--- src/rtl/core/rdmc_pkg.sv ---
package rdmc_pkg;

    localparam int TimerBitsDefault = 16;
    localparam int QueueDepth       = 2;
    localparam int CfgWidth         = 16;

    localparam logic [CfgWidth-1:0] MaxRunReset   = 16'd25000;
    localparam logic [CfgWidth-1:0] PauseReset    = 16'd500;

    // Configuration register indexes.
    localparam logic CFG_MAX_RUN = 1'b0;
    localparam logic CFG_PAUSE   = 1'b1;

    typedef enum logic [1:0] {
        CMD_TICK  = 2'd0,
        CMD_OPEN  = 2'd1,
        CMD_CLOSE = 2'd2,
        CMD_LIMIT = 2'd3
    } t_cmd;

    typedef enum logic [1:0] {
        MODE_IDLE  = 2'd0,
        MODE_OPEN  = 2'd1,
        MODE_CLOSE = 2'd2,
        MODE_PAUSE = 2'd3
    } t_mode;

    typedef enum logic [1:0] {
        ST_OPEN    = 2'd0,
        ST_CLOSED  = 2'd1,
        ST_UNKNOWN = 2'd2
    } t_status;

    // Classified item handed from the front to the back.
    typedef struct packed {
        t_cmd    cmd;
        t_status status;
    } t_item;

    // Result as it waits in the output queue.
    typedef struct packed {
        t_mode   mode;
        logic    report;
        t_status status;
    } t_result;

    // Configuration write bundle.
    typedef struct packed {
        logic                we;
        logic                idx;
        logic [CfgWidth-1:0] data;
    } t_cfg;

endpackage

--- src/rtl/core/reversing_door_motor_controller.sv ---
// An item transferred into the item queue is taken by the back end once the result queue has room;
// its result is registered in the result queue before it appears on the result ports.
// Throughput: one item per cycle while the item queue holds an item and the result queue has room.
// Two-entry queues before and after the back end absorb stalls on either side.
// Reset (synchronous, active low) empties both queues, sets the mode to idle, clears the
// timers and pending direction, marks the status unknown and loads the default limits.
module reversing_door_motor_controller #(
    parameter int TIMER_BITS = rdmc_pkg::TimerBitsDefault
) (
    input  logic                          i_clk,
    input  logic                          i_rst_n,
    input  logic                          push,
    output logic                          full,
    input  logic [1:0]                    i_command,
    input  logic                          i_limit_a,
    input  logic                          i_limit_b,
    output logic                          empty,
    input  logic                          pop,
    output logic                          o_drive_open,
    output logic                          o_drive_close,
    output logic [1:0]                    o_motor_mode,
    output logic                          o_report_valid,
    output logic [1:0]                    o_door_status,
    input  logic                          i_cfg_we,
    input  logic                          i_cfg_idx,
    input  logic [rdmc_pkg::CfgWidth-1:0] i_cfg_data
);

    localparam int ItemW = $bits(rdmc_pkg::t_item);
    localparam int ResW  = $bits(rdmc_pkg::t_result);

    rdmc_pkg::t_item   w_front_item, w_back_item;
    rdmc_pkg::t_result w_res, w_head;
    rdmc_pkg::t_cfg    w_cfg;
    logic              w_front_wr;
    logic              w_item_empty;
    logic              w_res_full;
    logic              w_step;
    logic [ItemW-1:0]  w_item_bits;
    logic [ResW-1:0]   w_head_bits;

    assign w_cfg.we   = i_cfg_we;
    assign w_cfg.idx  = i_cfg_idx;
    assign w_cfg.data = i_cfg_data;

    rdmc_front u_front (
        .i_push    (push),
        .i_full    (full),
        .i_command (i_command),
        .i_limit_a (i_limit_a),
        .i_limit_b (i_limit_b),
        .o_wr      (w_front_wr),
        .o_item    (w_front_item)
    );

    rdmc_fifo #(
        .DEPTH (rdmc_pkg::QueueDepth),
        .WIDTH (ItemW)
    ) u_item_q (
        .i_clk   (i_clk),
        .i_rst_n (i_rst_n),
        .i_push  (w_front_wr),
        .i_data  (w_front_item),
        .o_full  (full),
        .i_pop   (w_step),
        .o_data  (w_item_bits),
        .o_empty (w_item_empty)
    );

    assign w_back_item = rdmc_pkg::t_item'(w_item_bits);

    rdmc_back #(
        .TIMER_BITS (TIMER_BITS)
    ) u_back (
        .i_clk        (i_clk),
        .i_rst_n      (i_rst_n),
        .i_cfg        (w_cfg),
        .i_item       (w_back_item),
        .i_item_empty (w_item_empty),
        .i_res_full   (w_res_full),
        .o_step       (w_step),
        .o_res        (w_res)
    );

    rdmc_fifo #(
        .DEPTH (rdmc_pkg::QueueDepth),
        .WIDTH (ResW)
    ) u_res_q (
        .i_clk   (i_clk),
        .i_rst_n (i_rst_n),
        .i_push  (w_step),
        .i_data  (w_res),
        .o_full  (w_res_full),
        .i_pop   (pop),
        .o_data  (w_head_bits),
        .o_empty (empty)
    );

    assign w_head         = rdmc_pkg::t_result'(w_head_bits);
    assign o_drive_open   = (w_head.mode == rdmc_pkg::MODE_OPEN);
    assign o_drive_close  = (w_head.mode == rdmc_pkg::MODE_CLOSE);
    assign o_motor_mode   = w_head.mode;
    assign o_report_valid = w_head.report;
    assign o_door_status  = w_head.status;

`ifndef SYNTH
    // The back end only stalls on a full result queue, so a full item queue means results wait.
    a_full_has_result: assert property (@(posedge i_clk) disable iff (!i_rst_n)
        full |-> !empty)
        else $error("item queue full while no result is waiting");

    // A processed item must be visible as a result at the next edge.
    a_step_gives_result: assert property (@(posedge i_clk) disable iff (!i_rst_n)
        w_step |=> !empty)
        else $error("processed item did not produce a result");

    // An item transferred into an empty pipeline reaches the result side through the item queue and the back end.
    a_latency: assert property (@(posedge i_clk) disable iff (!i_rst_n)
        (push && !full && w_item_empty && empty) |=> ##1 !empty)
        else $error("result latency exceeded two cycles");
`endif

endmodule

--- src/rtl/core/rdmc_fifo.sv ---
module rdmc_fifo #(
    parameter int DEPTH = rdmc_pkg::QueueDepth,
    parameter int WIDTH = 8
) (
    input  logic             i_clk,
    input  logic             i_rst_n,
    input  logic             i_push,
    input  logic [WIDTH-1:0] i_data,
    output logic             o_full,
    input  logic             i_pop,
    output logic [WIDTH-1:0] o_data,
    output logic             o_empty
);

    localparam int PtrW = (DEPTH > 1) ? $clog2(DEPTH) : 1;
    localparam int CntW = $clog2(DEPTH + 1);
    localparam logic [PtrW-1:0] PtrLast = PtrW'(DEPTH - 1);
    localparam logic [CntW-1:0] CntFull = CntW'(DEPTH);

    logic [WIDTH-1:0] r_mem [DEPTH];
    logic [PtrW-1:0]  r_wr_ptr, n_wr_ptr;
    logic [PtrW-1:0]  r_rd_ptr, n_rd_ptr;
    logic [CntW-1:0]  r_cnt, n_cnt;
    logic             w_wr, w_rd;

    assign o_full  = (r_cnt == CntFull);
    assign o_empty = (r_cnt == '0);
    assign w_wr    = i_push && !o_full;
    assign w_rd    = i_pop && !o_empty;
    assign o_data  = r_mem[r_rd_ptr];

    always_comb begin
        n_wr_ptr = r_wr_ptr;
        n_rd_ptr = r_rd_ptr;
        n_cnt    = r_cnt;
        if (w_wr) begin
            n_wr_ptr = (r_wr_ptr == PtrLast) ? '0 : r_wr_ptr + PtrW'(1);
        end
        if (w_rd) begin
            n_rd_ptr = (r_rd_ptr == PtrLast) ? '0 : r_rd_ptr + PtrW'(1);
        end
        if (w_wr && !w_rd) begin
            n_cnt = r_cnt + CntW'(1);
        end else if (w_rd && !w_wr) begin
            n_cnt = r_cnt - CntW'(1);
        end
    end

    always_ff @(posedge i_clk) begin
        if (!i_rst_n) begin
            r_wr_ptr <= '0;
            r_rd_ptr <= '0;
            r_cnt    <= '0;
        end else begin
            r_wr_ptr <= n_wr_ptr;
            r_rd_ptr <= n_rd_ptr;
            r_cnt    <= n_cnt;
        end
    end

    always_ff @(posedge i_clk) begin
        if (w_wr) begin
            r_mem[r_wr_ptr] <= i_data;
        end
    end

endmodule

--- src/rtl/core/rdmc_front.sv ---
module rdmc_front (
    input  logic                 i_push,
    input  logic                 i_full,
    input  logic [1:0]           i_command,
    input  logic                 i_limit_a,
    input  logic                 i_limit_b,
    output logic                 o_wr,
    output rdmc_pkg::t_item      o_item
);

    rdmc_pkg::t_status w_status;

    // Detector A alone is closed, detector B alone is open, anything else unknown.
    always_comb begin
        unique case ({i_limit_b, i_limit_a})
            2'b01:   w_status = rdmc_pkg::ST_CLOSED;
            2'b10:   w_status = rdmc_pkg::ST_OPEN;
            default: w_status = rdmc_pkg::ST_UNKNOWN;
        endcase
    end

    assign o_wr          = i_push && !i_full;
    assign o_item.cmd    = rdmc_pkg::t_cmd'(i_command);
    assign o_item.status = w_status;

endmodule

--- src/rtl/core/rdmc_back.sv ---
module rdmc_back #(
    parameter int TIMER_BITS = rdmc_pkg::TimerBitsDefault
) (
    input  logic                 i_clk,
    input  logic                 i_rst_n,
    input  rdmc_pkg::t_cfg       i_cfg,
    input  rdmc_pkg::t_item      i_item,
    input  logic                 i_item_empty,
    input  logic                 i_res_full,
    output logic                 o_step,
    output rdmc_pkg::t_result    o_res
);

    logic [rdmc_pkg::CfgWidth-1:0] r_max_run, r_pause_cfg;
    rdmc_pkg::t_mode               r_mode, n_mode;
    logic [TIMER_BITS-1:0]         r_run, n_run;
    logic [TIMER_BITS-1:0]         r_pause, n_pause;
    logic                          r_pend, n_pend;
    rdmc_pkg::t_status             r_last, n_last;
    logic                          w_report;
    logic [TIMER_BITS-1:0]         w_run_load, w_pause_load, w_pause_dec;
    logic                          w_dir_close;
    rdmc_pkg::t_mode               w_dir_mode, w_opposite;
    rdmc_pkg::t_status             w_target;

    assign o_step = !i_item_empty && !i_res_full;

    always_ff @(posedge i_clk) begin
        if (!i_rst_n) begin
            r_max_run   <= rdmc_pkg::MaxRunReset;
            r_pause_cfg <= rdmc_pkg::PauseReset;
        end else if (i_cfg.we) begin
            unique case (i_cfg.idx)
                rdmc_pkg::CFG_MAX_RUN: r_max_run   <= i_cfg.data;
                rdmc_pkg::CFG_PAUSE:   r_pause_cfg <= i_cfg.data;
                default:               r_max_run   <= r_max_run;
            endcase
        end
    end

    // A run limit of zero counts as one tick.
    always_comb begin
        w_run_load   = TIMER_BITS'(r_max_run);
        if (w_run_load == '0) begin
            w_run_load = TIMER_BITS'(1);
        end
        w_pause_load = TIMER_BITS'(r_pause_cfg);
        w_pause_dec  = (r_pause != '0) ? r_pause - TIMER_BITS'(1) : '0;
        w_dir_close  = (i_item.cmd == rdmc_pkg::CMD_CLOSE);
        w_dir_mode   = w_dir_close ? rdmc_pkg::MODE_CLOSE : rdmc_pkg::MODE_OPEN;
        w_opposite   = w_dir_close ? rdmc_pkg::MODE_OPEN : rdmc_pkg::MODE_CLOSE;
        w_target     = w_dir_close ? rdmc_pkg::ST_CLOSED : rdmc_pkg::ST_OPEN;
    end

    always_comb begin
        n_mode   = r_mode;
        n_run    = r_run;
        n_pause  = r_pause;
        n_pend   = r_pend;
        n_last   = r_last;
        w_report = 1'b0;
        unique case (i_item.cmd)
            rdmc_pkg::CMD_TICK: begin
                if (r_mode == rdmc_pkg::MODE_PAUSE) begin
                    n_pause = w_pause_dec;
                    if (w_pause_dec == '0) begin
                        n_run  = w_run_load;
                        n_mode = r_pend ? rdmc_pkg::MODE_CLOSE : rdmc_pkg::MODE_OPEN;
                    end
                end else if (r_run != '0) begin
                    n_run = r_run - TIMER_BITS'(1);
                    // Expiry stops the motor silently; only the status is refreshed.
                    if (r_run == TIMER_BITS'(1)) begin
                        n_last = i_item.status;
                        n_mode = rdmc_pkg::MODE_IDLE;
                    end
                end
            end
            rdmc_pkg::CMD_OPEN, rdmc_pkg::CMD_CLOSE: begin
                n_last = i_item.status;
                if (i_item.status == w_target) begin
                    w_report = 1'b1;
                end else if (r_mode == rdmc_pkg::MODE_PAUSE) begin
                    n_pend = w_dir_close;
                end else if (r_mode == w_opposite) begin
                    n_run   = '0;
                    n_pend  = w_dir_close;
                    n_pause = w_pause_load;
                    if (w_pause_load == '0) begin
                        n_run  = w_run_load;
                        n_mode = w_dir_mode;
                    end else begin
                        n_mode = rdmc_pkg::MODE_PAUSE;
                    end
                end else begin
                    n_run  = w_run_load;
                    n_mode = w_dir_mode;
                end
            end
            rdmc_pkg::CMD_LIMIT: begin
                n_last = i_item.status;
                if ((r_mode == rdmc_pkg::MODE_CLOSE && i_item.status == rdmc_pkg::ST_CLOSED) ||
                    (r_mode == rdmc_pkg::MODE_OPEN && i_item.status == rdmc_pkg::ST_OPEN)) begin
                    n_mode   = rdmc_pkg::MODE_IDLE;
                    w_report = 1'b1;
                end else if (!(r_mode == rdmc_pkg::MODE_IDLE &&
                               i_item.status == rdmc_pkg::ST_UNKNOWN)) begin
                    w_report = 1'b1;
                end
            end
            default: begin
                n_mode = r_mode;
            end
        endcase
    end

    always_ff @(posedge i_clk) begin
        if (!i_rst_n) begin
            r_mode  <= rdmc_pkg::MODE_IDLE;
            r_run   <= '0;
            r_pause <= '0;
            r_pend  <= 1'b0;
            r_last  <= rdmc_pkg::ST_UNKNOWN;
        end else if (o_step) begin
            r_mode  <= n_mode;
            r_run   <= n_run;
            r_pause <= n_pause;
            r_pend  <= n_pend;
            r_last  <= n_last;
        end
    end

    assign o_res.mode   = n_mode;
    assign o_res.report = w_report;
    assign o_res.status = n_last;

endmodule
--- config.mk ---
export PLATFORM = sky130hd
export DESIGN_NAME = reversing_door_motor_controller
export DESIGN_NICKNAME = d
export VERILOG_FILES = /design/src/rtl/core/rdmc_pkg.sv /design/src/rtl/core/reversing_door_motor_controller.sv /design/src/rtl/core/rdmc_fifo.sv /design/src/rtl/core/rdmc_front.sv /design/src/rtl/core/rdmc_back.sv
export SDC_FILE = /design/constraint.sdc
export NUM_CORES = 1
export LEC_CHECK = 0
export ABC_AREA = 1
export BUFFER_PORTS_ARGS = -buffer_cell sky130_fd_sc_hd__buf_2
export CORE_UTILIZATION = 55
export CTS_CLUSTER_DIAMETER = 120
export DETAILED_ROUTE_END_ITERATION = 6
export PLACE_DENSITY = 0.75
export SETUP_SLACK_MARGIN = 0.2
export SYNTH_ARGS = -nofsm -noshare
export SYNTH_HDL_FRONTEND = slang
export SYNTH_SLANG_ARGS = --single-unit
--- constraint.sdc ---
create_clock -name i_clk -period 3.8 [get_ports i_clk]
set_input_delay 0.57 -clock i_clk [delete_from_list [all_inputs] [get_ports i_clk]]
set_output_delay 0.57 -clock i_clk [all_outputs]
set_load 0.02 [all_outputs]
* Yosys cells after proc, flatten, opt, wreduce, memory -nomap -nowiden
Memories as Yosys holds them, arrays and structs flattened. A register that Yosys moved wholly into a read port is not among the register bits.
Cells that the tools add are included.
** Operators by class
- $add $sub $neg :: 10
- Equal/unequal tests :: 23
- Multiplexer cells :: 56
- Bitwise gates (word level) :: 2
- Reduce and logical (&&, ||, !) cells :: 43
** Operators with widths (count)
- two-way mux 16 bit :: 13
- one-hot mux 16 bit (2 select lines) :: 2
- zero test 16 bit :: 3
- two-way mux 2 bit :: 19
- nonzero test 16 bit :: 2
- subtractor 16 x 1 -> 16 bit (second input constant) :: 2
- == test 2 bit (second input constant) :: 9
- two-way mux 1 bit :: 18
- == test 16 x 1 -> 1 bit (second input constant) :: 1
- logical AND 1 bit :: 13
- AND reduction 6 bit :: 2
- == test 2 x 1 -> 1 bit (second input constant) :: 5
- zero test 2 bit :: 5
- zero test 1 bit :: 8
- one-hot mux 2 bit (2 select lines) :: 2
- nonzero test 2 bit :: 4
- one-hot mux 2 bit (3 select lines) :: 1
- adder 1 bit (second input constant) :: 4
- adder 2 x 1 -> 2 bit (second input constant) :: 2
- == test 2 bit :: 2
- != test 2 x 1 -> 1 bit (second input constant) :: 2
- != test 2 bit (second input constant) :: 2
- AND reduction 2 bit :: 2
- AND reduction 4 bit :: 1
- 8 further kinds :: 10
** Word-level totals
- Bits in registers :: 77
- RAM bits :: 18
- Word-level logic and storage cells :: 149
- Memories kept :: 2
** Memories
- u_res_q.r_mem :: words 2, width 5, read ports 1, clocked after Yosys merged registers in 1, write ports 1, line rdmc_fifo.sv:20 : logic [WIDTH-1:0] r_mem [DEPTH];
- u_item_q.r_mem :: words 2, width 4, read ports 1, clocked after Yosys merged registers in 1, write ports 1, line rdmc_fifo.sv:20

* Longest topological paths before layout
Gate-level depths: netlist (run 1).
- Word-level depth :: 8
- Depth in mapped cells :: 18
- Depth with buffers taken out :: 17

* Hierarchy
Synthesis (run 1) repeated with hierarchy kept, for this count alone.
** Second synthesis, totals
- Cells, all modules :: 770
- Area, all modules :: 5447.7 um2
** By module, submodules not included
- rdmc_back :: instances 1, cells each 657, area each 4246.6 um2, seq. area each 1381.3 um2
- rdmc_fifo (u_res_q) :: instances 1, cells each 53, area each 611.8 um2, seq. area each 400.4 um2
- rdmc_fifo (u_item_q) :: instances 1, cells each 50, area each 533.0 um2, seq. area each 340.3 um2
- rdmc_front :: instances 1, cells each 6, area each 41.3 um2, seq. area each 0.0 um2
- reversing_door_motor_controller :: instances 1, cells each 4, area each 15.0 um2, seq. area each 0.0 um2

* Worst setup path before layout (run 1)
No wires, ideal clock.
- Path type :: flip-flop to flip-flop
- From :: reg with a tool-made name
- To :: reg u_back.r_pause[15]
- Arrival :: 2.180 ns
- Path slack :: 1.504 ns
- Stages on the path, launching flop included :: 12
- Buffers on the path :: 2
- Period minus slack after synthesis :: 2.296 ns
- Cell sequence :: dfxtp_1 > o21ai_0 > ha_1 > clkbuf_1 > clkinv_1 > o211ai_1 > nor3_1 > nand2_1 > clkbuf_1 > a21oi_1 > o21ai_0 > inv_1
** RTL lines
- end signal: assignment :: line rdmc_back.sv:127 : r_pause <= n_pause;
- end: declaration :: line rdmc_back.sv:17 : logic [TIMER_BITS-1:0] r_pause, n_pause;

==> results.md, run 1 <==
* Status: completed
* Top Family by Delay on Critical Path: simple AND/OR/NAND/NOR gates
* Nets@finish at 819
* Worst-case reg-to-reg path depth at 12
* Post-DRT Antenna Nets at 0
* Top_reg_cell synth: dfxtp_1
* 1st-pass router iterations at 7
* Max-slew violations at 0
* Share of cells above drive strength 1 at 0.122
* Clock root buffer master: clkbuf_8
* Post-Synth Simple-Gate Area at 0.310
* Mean Syn Cell Area at 6.97 um^2
* Startpoint types: register
* H-tree depth at 3
* Part of the cycle the worst path needs at 0.850
* Largest area contributor in the netlist: dfxtp_1
* Most common cell in the netlist: nand2_1
* Syn Nets at 796
* Ranking of synthesized cells by area: dfxtp_1, nand2_1, edfxtp_1
* Hold endpoint: u_item_q.r_mem[0][2]$_DFFE_PP_
* Post-synth top area share at 0.299
* Mapped cell area at 5300 um^2
* Crit end category: register
* Clock sinks at 97
* WP buf/inv at 3
* FF+latch area at 2120 um^2
* Starting density of the core at 0.571
* Top Usage Layer GRT: met2
* Met2 GRT Util at 0.432
* Hold Crit Start: i_command[0]
* Total CTS buffers at 9
* Routing usage on met1 at 0.337
* Hold Buf Count CTS at 0
* Final hold violation count at 0
* Final GP Congestion at 0.902
* Cts repair resizes at 0
* Critical-path cell list: o21ai_0, ha_1, buf_4, nor2_1, inv_2, o21ai_0, inv_1, nand2_1, nand2_1, nand3b_1, nand2_1, nor2_2
* DP HPWL at 8970 um
* Dpl ws at 653 ps
* Post-synth top cells: nand2_1, nor2_1, o21ai_0, inv_1, dfxtp_1
* CTS Buffer Depth at 2
* Compound-Gate Fraction of Synth Area at 0.159
* Grt met3 use at 0.0306
* Post-Synth XOR/XNOR Area at 0.00992
* Post-Syn Instances at 760
* Die area at 10000 um^2
* Synth Area in Adders at 0.0236
* Vias in the first global route at 4540
* CTS tree: built
* N_diodes at 0
* Final worst setup slack at 569 ps
* Synth Register Bits at 97
* Post-CTS Setup Repair Bufs at 0
* Yosys warns at 0
* First DRT Iteration DRCs at 248
* Area of the core at 9280 um^2
* Relative slew slack at 0.216
* Die Width at 100 um
* Worst slew pin tran at 1160 ps
* CP dominant cell by count: nand2_1
* Gr usage total at 0.258
* Clock latency on the worst-skew pair at 380 ps
* Hold Slack at 380 ps
* Clk slew on worst S/H paths at 100 ps
* R2R Path End: u_back.r_run[11]$_SDFFE_PN0P_
* Post-Route WL at 12300 um
* Reg2reg setup slack at 570 ps
* Post-synth EDFFs at 18
* Main combinational cell family by area after synthesis: simple AND/OR/NAND/NOR gates
* IO Pins at 35
* Routed WL per cell at 13.4 um
* Multi-input gate area at 2690 um^2
* # DRC at 0
* Fin Setup TNS at 0 ps
* Row count at 35
* IO buf count at 34
* First-pass GRT wire length at 20700 um
* Synth unique cells at 42
* Mux share of post-synthesis cell area at 0.00638
* Min-Delay Path Depth at 1
* Layout area overhead at 8.34%
* Maximum operating frequency at 309 MHz
* Clock Skews at 17.8 ps
* CP peak stage delay at 510 ps
* CP Data Required Time at 4080 ps
* Critical path class: reg2reg
* Hold Crit Class: in2reg
* Critical path's slowest cell: nor2_1
* Sequential share of the synthesized area at 0.401
* RSZ-0062 raised after global routing: no
* Critical Path AT at 3510 ps
* Crit Path Max Fanout at 33
* # setup viols final at 0
* Tmin final at 3230 ps
* Max cap viols at 0
* DIE HEIGHT at 100 um
* GR Overflow Total at 0
* Fillers at 891
* Via density at 5.39
* Via count at 4940
* Asr flop ratio synth at 0
* Initial antenna violation count at 0
* Largest net degree at the start of global routing at 38
-- worst register-to-register path, stage by stage (launching register included) --
cell	delay (ps)
dfxtp_1	380
o21ai_0	440
ha_1	330
buf_4	230
nor2_1	510
inv_2	150
o21ai_0	470
inv_1	190
nand2_1	110
nand2_1	50
nand3b_1	150
nand2_1	100
nor2_2	30
-- per-stage QoR --
step	cells	util	instance area [um^2]
after floorplan	760	-	5300
after global placement	901	0.596	5530
after detailed placement	901	0.596	5530
after CTS	917	0.618	5740
after global routing	917	0.618	5740
final	917	0.618	5740
-- flip-flops by register name (all words and copies together), names as in the netlist, 2 cells and up, named ones only --
name and flops:
u_back.r_last 2, u_back.r_max_run 16, u_back.r_mode 2, u_back.r_pause 16, u_back.r_pause_cfg 16, u_back.r_run 16, u_item_q.r_cnt 2, u_item_q.r_mem 8
u_res_q.r_cnt 2, u_res_q.r_mem 10
-- cell usage in the layout, fill, tap and decap left out, drive strengths merged, types with 9 or more instances in the layout --
| master | count |
|---|---|
| o21ai | 97 |
| buf | 38 |
| nor2 | 133 |
| ha | 10 |
| dfxtp | 79 |
| nand2 | 162 |
| edfxtp | 18 |
| a21oi | 38 |
| clkbuf | 9 |
| nand3 | 48 |
| nand3b | 12 |
| inv | 96 |
-- cell type report --
type	count	share of cell area
tap	129	0.0281
sequential	97	0.370
multi-input combinational	543	0.469
clock buffer	9	0.0216
clock inverter	7	0.0144
timing repair buffer	38	0.0349
inverter	94	0.0619
-- worst max-delay path by stage --
stage,slack (ps),startpoint,to,cells past startpoint
2_1_floorplan,1500,register,u_back.r_pause[15]$_SDFFE_PN0P_,11
3_3_place_gp,760,register,u_back.r_run[11]$_SDFFE_PN0P_,12
3_5_place_dp,650,register,u_back.r_run[11]$_SDFFE_PN0P_,12
4_1_cts,640,register,u_back.r_run[11]$_SDFFE_PN0P_,12
5_1_grt,210,register,u_back.r_run[11]$_SDFFE_PN0P_,12
6_report,570,register,u_back.r_run[11]$_SDFFE_PN0P_,12
-- layer usage --
metal	up-vias	share of wire	wire length (um)
met1	2226	0.45	5580
met4	0	0.023	287
met3	21	0.052	639
met2	172	0.47	5830
met5	-	0	0
li1	2521	-	-
-- kinds of logic after synthesis --
kind of cell / Yosys count
muxes: 3
and+or+nand+nor: 366
xor gates and xnor gates: 6
adders and majority gates: 10
AOI/OAI and AO/OA: 158
DFF: 97
buffers and inverters: 120
Power of run 1 is left out: the tool's default activity adds up to more than one toggle a clock period on the data nets, which glitch-free logic cannot reach.
==> run 2: changes to the inputs <==
Settings changed: SYNTH_HIERARCHICAL from default to 1.
==> run 2 against run 1 <==
Via count up 2.1%. Routed wire length up 1.0%. Critical path depth down 1. Synthesized area up 2.8%. Count of clock-buffer cells in the layout up 1. Die area up 2.8%. Hold slack better by 8.9 ps. Cell count up 1.1%. Synthesized cell count up 1.3%. Non-clock buffer count up 1. Sequential share of layout area down 0.79 points. First-iteration DRC count up 1.2%.
==> results.md, run 2 <==
* Post-CTS Setup Repair Bufs at 0 (unchanged)
* Via density at 5.44 (was 5.39)
* Reg2reg setup slack at 930 ps (was 570 ps)
* Clock latency on the worst-skew pair at 370 ps (was 380 ps)
* Critical path class: reg2reg (unchanged)
* Commonest non-fill, non-tap cell in the layout: nand2_1 (unchanged)
* Relative slew slack at 0.559 (was 0.216)
* Min-Delay Path Depth at 1 (unchanged)
* Crit Path Max Fanout at 21 (was 33)
* Post-Syn Instances at 770 (was 760)
* IO Pins at 35 (unchanged)
* Fin Setup TNS at 0 ps (unchanged)
* Clock sinks at 97 (unchanged)
* Nets@finish at 829 (was 819)
* DP HPWL at 9120 um (was 8970 um)
* H-tree depth at 3 (unchanged)
* Ranking of synthesized cells by area: dfxtp_1, nand2_1, edfxtp_1 (unchanged)
* Largest area contributor in the netlist: dfxtp_1 (unchanged)
* Starting density of the core at 0.579 (was 0.571)
* Fillers at 874 (was 891)
* Die Width at 102 um (was 100 um)
* First-pass GRT wire length at 21100 um (was 20700 um)
* Row count at 35 (unchanged)
* Share of cells above drive strength 1 at 0.130 (was 0.122)
* Synth Register Bits at 97 (unchanged)
* Post-Route WL at 12500 um (was 12300 um)
* CP Data Required Time at 4060 ps (was 4080 ps)
* Via count at 5045 (was 4940)
* Layout area overhead at 7.65% (was 8.34%)
* Multi-input gate area at 2830 um^2 (was 2690 um^2)
* Total CTS buffers at 9 (unchanged)
* Yosys warns at 6 (was 0)
* Critical path's slowest cell: ha_1 (was nor2_1)
* Post-synth top cells: nand2_1, nor2_1, inv_1, dfxtp_1, o21ai_0 (was nand2_1, nor2_1, o21ai_0, inv_1, dfxtp_1)
* Top_reg_cell synth: dfxtp_1 (unchanged)
* First DRT Iteration DRCs at 251 (was 248)
* Mapped cell area at 5450 um^2 (was 5300 um^2)
* Asr flop ratio synth at 0 (unchanged)
* Mean Syn Cell Area at 7.07 um^2 (was 6.97 um^2)
* Critical Path AT at 3130 ps (was 3510 ps)
* Top Family by Delay on Critical Path: simple AND/OR/NAND/NOR gates (unchanged)
* Post-DRT Antenna Nets at 0 (unchanged)
* Most frequent cells in the layout: nand2_1, nor2_1, inv_1, dfxtp_1, o21ai_0 (was nand2_1, nor2_1, o21ai_0, inv_1, dfxtp_1)
* Initial antenna violation count at 0 (unchanged)
* Clock root buffer master: clkbuf_8 (unchanged)
* Final GP Congestion at 0.903 (was 0.902)
* Hold Crit Class: in2reg (unchanged)
* Vias in the first global route at 4567 (was 4540)
* CTS tree: built (unchanged)
* # DRC at 0 (unchanged)
* Gr usage total at 0.260 (was 0.258)
* CP dominant cell by count: inv_1 (was nand2_1)
* Clk slew on worst S/H paths at 100 ps (about the same)
* Hold Buf Count CTS at 0 (unchanged)
* Clock Skews at 8.65 ps (was 17.8 ps)
* Cts repair resizes at 0 (unchanged)
* 1st-pass router iterations at 5 (was 7)
* N_diodes at 0 (unchanged)
* Tmin final at 2870 ps (was 3230 ps)
* Post-synth top area share at 0.290 (was 0.299)
* Hold Crit Start: i_command[1] (was i_command[0])
* Final hold violation count at 0 (unchanged)
* Most common cell in the netlist: nand2_1 (unchanged)
* Sequential share of the synthesized area at 0.390 (was 0.401)
* Largest net degree at the start of global routing at 63 (was 38)
* Post-synth EDFFs at 18 (unchanged)
* FF+latch area at 2120 um^2 (unchanged)
* CTS Buffer Depth at 2 (unchanged)
* WP buf/inv at 3 (unchanged)
* R2R Path End: u_back/r_run[6]$_SDFFE_PN0P_ (was u_back.r_run[11]$_SDFFE_PN0P_)
* Maximum operating frequency at 348 MHz (was 309 MHz)
* IO buf count at 34 (unchanged)
* Max-slew violations at 0 (unchanged)
* Routed WL per cell at 13.4 um (about the same)
* Status: completed (unchanged)
* Max cap viols at 0 (unchanged)
* Worst slew pin tran at 661 ps (was 1160 ps)
* Crit end category: register (unchanged)
* Critical-path cell list: mux2_2, inv_1, ha_1, nor2_2, inv_1, nand2_2, inv_1, a22o_1, nand3b_1, nand2_1, nor2_1 (was o21ai_0, ha_1, buf_4, nor2_1, inv_2, o21ai_0, inv_1, nand2_1, nand2_1, nand3b_1, nand2_1, nor2_2)
* Area of the core at 9420 um^2 (was 9280 um^2)
* Worst-case reg-to-reg path depth at 11 (was 12)
* DIE HEIGHT at 102 um (was 100 um)
* Syn Nets at 806 (was 796)
* GR Overflow Total at 0 (unchanged)
* CP peak stage delay at 480 ps (was 510 ps)
* RSZ-0062 raised after global routing: no (unchanged)
* Startpoint types: register (unchanged)
* Die area at 10300 um^2 (was 10000 um^2)
* # setup viols final at 0 (unchanged)
* Synth unique cells at 48 (was 42)
* Hold endpoint: u_item_q/r_mem[1][3]$_DFFE_PP_ (was u_item_q.r_mem[0][2]$_DFFE_PP_)
* Part of the cycle the worst path needs at 0.755 (was 0.850)
## run 2: layer usage
metal	global-route usage	wire length [um]	vias to the layer above
li1	-	-	2577
met1	0.355	5910	2298
met2	0.417	5590	148
met3	0.0373	683	22
met4	0.100	270	0
met5	0	0	-
## run 2: worst register-to-register path, cell delays in order, from the launching register on
cell	delay (ps)
dfxtp_1	420
mux2_2	380
inv_1	110
ha_1	490
nor2_2	460
inv_1	180
nand2_2	160
inv_1	130
a22o_1	190
nand3b_1	140
nand2_1	70
nor2_1	50
## run 2: final cells by class
cell class | instances | area share
multi-input combinational | 555 | 0.482
timing repair buffer | 39 | 0.0354
inverter | 91 | 0.0582
tap | 129 | 0.0275
clock inverter | 6 | 0.00960
clock buffer | 10 | 0.0254
sequential | 97 | 0.362
## run 2: stage by stage
stage / worst slack (ps) / instances / area (um^2) / util / hold WS, ps
3_5_place_dp: 986 / 911 / 5660 / 0.601 / 464
2_1_floorplan: 1440 / 770 / 5450 / - / 441
3_3_place_gp: 1070 / 911 / 5660 / 0.601 / 453
4_1_cts: 938 / 927 / 5860 / 0.623 / 372
6_report: 930 / 927 / 5860 / 0.623 / 388
5_1_grt: 647 / 927 / 5860 / 0.623 / 379
## run 2: cell families after synthesis
group	after synthesis	share of synthesized area
buf+inv	118	0.0916
xor+xnor	5	0.00804
fa+ha+maj	10	0.0230
simple gates	382	0.313
compound gates	149	0.156
flops	97	0.390
mux	9	0.0186
## run 2: how the worst max path moves through the flow
stage / start / end / depth (start not counted) / slack [ps]
3_3_place_gp: register / u_back/r_run[6]$_SDFFE_PN0P_ / 11 / 1070
3_5_place_dp: register / u_back/r_run[6]$_SDFFE_PN0P_ / 11 / 990
6_report: register / u_back/r_run[6]$_SDFFE_PN0P_ / 11 / 930
4_1_cts: register / u_back/r_run[6]$_SDFFE_PN0P_ / 11 / 940
2_1_floorplan: register / u_back/r_run[8]$_SDFFE_PN0P_ / 11 / 1440
5_1_grt: register / u_back/r_run[5]$_SDFFE_PN0P_ / 11 / 650
Power of run 2 is left out for the same reason.
==> run 3: changes to the inputs <==
Settings changed: PLACE_DENSITY 0.75 to 0.78.
Clock period 3.8 ns to 2.5 ns, I/O delays scaled along.
==> run 3 against run 2 <==
Count of clock-buffer cells in the layout fell by 1. Routed wire length rose by 19%. Hold slack got worse by 200 ps. Sequential share of layout area fell by 3.1 points. Global-route usage rose by 1.7 points. Largest cell class unchanged. Critical path depth rose by 5.
==> results.md, run 3 (synthesized netlist as in run 2, its figures left out) <==
* Status: completed (unchanged)
* Max cap viols at 0 (unchanged)
* Final hold violation count at 0 (unchanged)
* Final instance area at 6440 um^2 (was 5860 um^2)
* Relative slew slack at 0.674 (was 0.559)
* Routed WL per cell at 15.5 um (was 13.4 um)
* H-tree depth at 3 (unchanged)
* Worst slew pin tran at 489 ps (was 661 ps)
* Post-DRT Antenna Nets at 0 (unchanged)
* Die Width at 102 um (unchanged)
* Critical path's slowest cell: dfxtp_4 (was ha_1)
* Startpoint types: register (unchanged)
* Critical Path AT at 2620 ps (was 3130 ps)
* IO Pins at 35 (unchanged)
* Final GP Congestion at 0.952 (was 0.903)
* Hold Crit Class: in2reg (unchanged)
* Placed Area at 5760 um^2 (was 5660 um^2)
* CP dominant cell by count: nand2_1 (was inv_1)
* CP peak stage delay at 380 ps (was 480 ps)
* Nets@finish at 862 (was 829)
* Maximum operating frequency at 427 MHz (was 348 MHz)
* Clock Skews at 16.5 ps (was 8.65 ps)
* DP HPWL at 9990 um (was 9120 um)
* CTS Buffer Depth at 2 (unchanged)
* Gr usage total at 0.278 (was 0.260)
* Max-slew violations at 0 (unchanged)
* Hold Slack at 185 ps (was 388 ps)
* 1st-pass router iterations at 5 (unchanged)
* Tmin final at 2340 ps (was 2870 ps)
* Share of cells above drive strength 1 at 0.201 (was 0.130)
* Layout area overhead at 18.1% (was 7.65%)
* Critical-path cell list: inv_4, buf_4, nand2_1, nor2_1, nand2_1, nand3_1, nand2_2, inv_2, nand2_2, nor2_2, nand3_2, nand2_8, clkbuf_16, nand3b_1, nand2_1, nor2_1 (was mux2_2, inv_1, ha_1, nor2_2, inv_1, nand2_2, inv_1, a22o_1, nand3b_1, nand2_1, nor2_1)
* GR Overflow Total at 0 (unchanged)
* IO buf count at 34 (unchanged)
* Row count at 35 (unchanged)
* WP buf/inv at 4 (was 3)
* Via count at 5440 (was 5045)
* First-pass GRT wire length at 22400 um (was 21100 um)
* Die area at 10300 um^2 (unchanged)
* Most frequent cells in the layout: nand2_1, nor2_1, dfxtp_1, inv_1, o21ai_0 (was nand2_1, nor2_1, inv_1, dfxtp_1, o21ai_0)
* First DRT Iteration DRCs at 376 (was 251)
* Clk slew on worst S/H paths at 100 ps (about the same)
* Fin Setup TNS at 0 ps (unchanged)
* CTS tree: built (unchanged)
* RSZ-0062 raised after global routing: no (unchanged)
* Initial antenna violation count at 0 (unchanged)
* Crit Path Max Fanout at 8 (was 21)
* Top Family by Delay on Critical Path: simple AND/OR/NAND/NOR gates (unchanged)
* Via density at 5.67 (was 5.44)
* DIE HEIGHT at 102 um (unchanged)
* Clock latency on the worst-skew pair at 370 ps (about the same)
* Total CTS buffers at 9 (unchanged)
* N_diodes at 0 (unchanged)
* # setup viols final at 0 (unchanged)
* Commonest non-fill, non-tap cell in the layout: nand2_1 (unchanged)
* CP Data Required Time at 2780 ps (was 4060 ps)
* Critical path class: reg2reg (unchanged)
* Hold Buf Count CTS at 0 (unchanged)
* Area of the core at 9420 um^2 (unchanged)
* Crit end category: register (unchanged)
* Largest net degree at the start of global routing at 34 (was 63)
* Vias in the first global route at 4862 (was 4567)
* Clock sinks at 97 (unchanged)
* Post-Route WL at 14900 um (was 12500 um)
* Part of the cycle the worst path needs at 0.936 (was 0.755)
* Starting density of the core at 0.579 (unchanged)
* Clock root buffer master: clkbuf_8 (unchanged)
* # DRC at 0 (unchanged)
==> run 3: cell count changes in the layout (fill, tap and decap cells not counted), sizes merged <==
cell      change
inv           +3
clkinvlp      -1
bufinv        +1
clkbuf        +2
buf          +30
clkinv        -2
==> run 3: timing repair <==
action	in CTS	in global routing
setup endpoints to repair	30	40
gates resized for setup	9	49
gates cloned	1	4
setup buffers	0	20
pin swaps	0	9
==> run 3: layout make-up <==
| cell class | count | area, um^2 |
|---|---|---|
| clock buffer | 9 | 124 |
| clock inverter | 7 | 82.6 |
| fill | 799 | 2980 |
| inverter | 91 | 349 |
| multi-input combinational | 555 | 3000 |
| sequential | 97 | 2130 |
| tap | 129 | 161 |
| timing repair buffer | 72 | 592 |
==> run 3: through the flow <==
step                 util  cells  setup WS (ps)
global route        0.684    960           92.4
global placement    0.611    919            229
floorplan               -    770            201
CTS                 0.639    936            200
finish              0.684    960            161
detailed placement  0.611    919           38.7
==> run 3: layer usage <==
metal | wire length, um | GRT usage | vias to the layer above | part of all wire
met5 | 0 | 0 | - | 0
met4 | 512 | 0.127 | 0 | 0.034
met3 | 998 | 0.0504 | 51 | 0.067
met2 | 7260 | 0.460 | 245 | 0.49
met1 | 6110 | 0.351 | 2508 | 0.41
li1 | - | - | 2636 | -
==> run 3: path summary, 6_finish.rpt <==
kind | cells after the start | start | end | slack, ps
worst max-delay path | 16 | u_back/r_pause[0]$_SDFFE_PN0P_ | u_back/r_run[5]$_SDFFE_PN0P_ | 160
worst min-delay path | 1 | i_command[0] | u_item_q/r_mem[0][2]$_DFFE_PP_ | 190
worst max register to register | 16 | u_back/r_pause[0]$_SDFFE_PN0P_ | u_back/r_run[5]$_SDFFE_PN0P_ | 160
worst min register to register | 2 | u_back/r_last[1]$_SDFFE_PN1P_ | u_back/r_last[1]$_SDFFE_PN1P_ | 490
Power of run 3 is left out for the same reason.
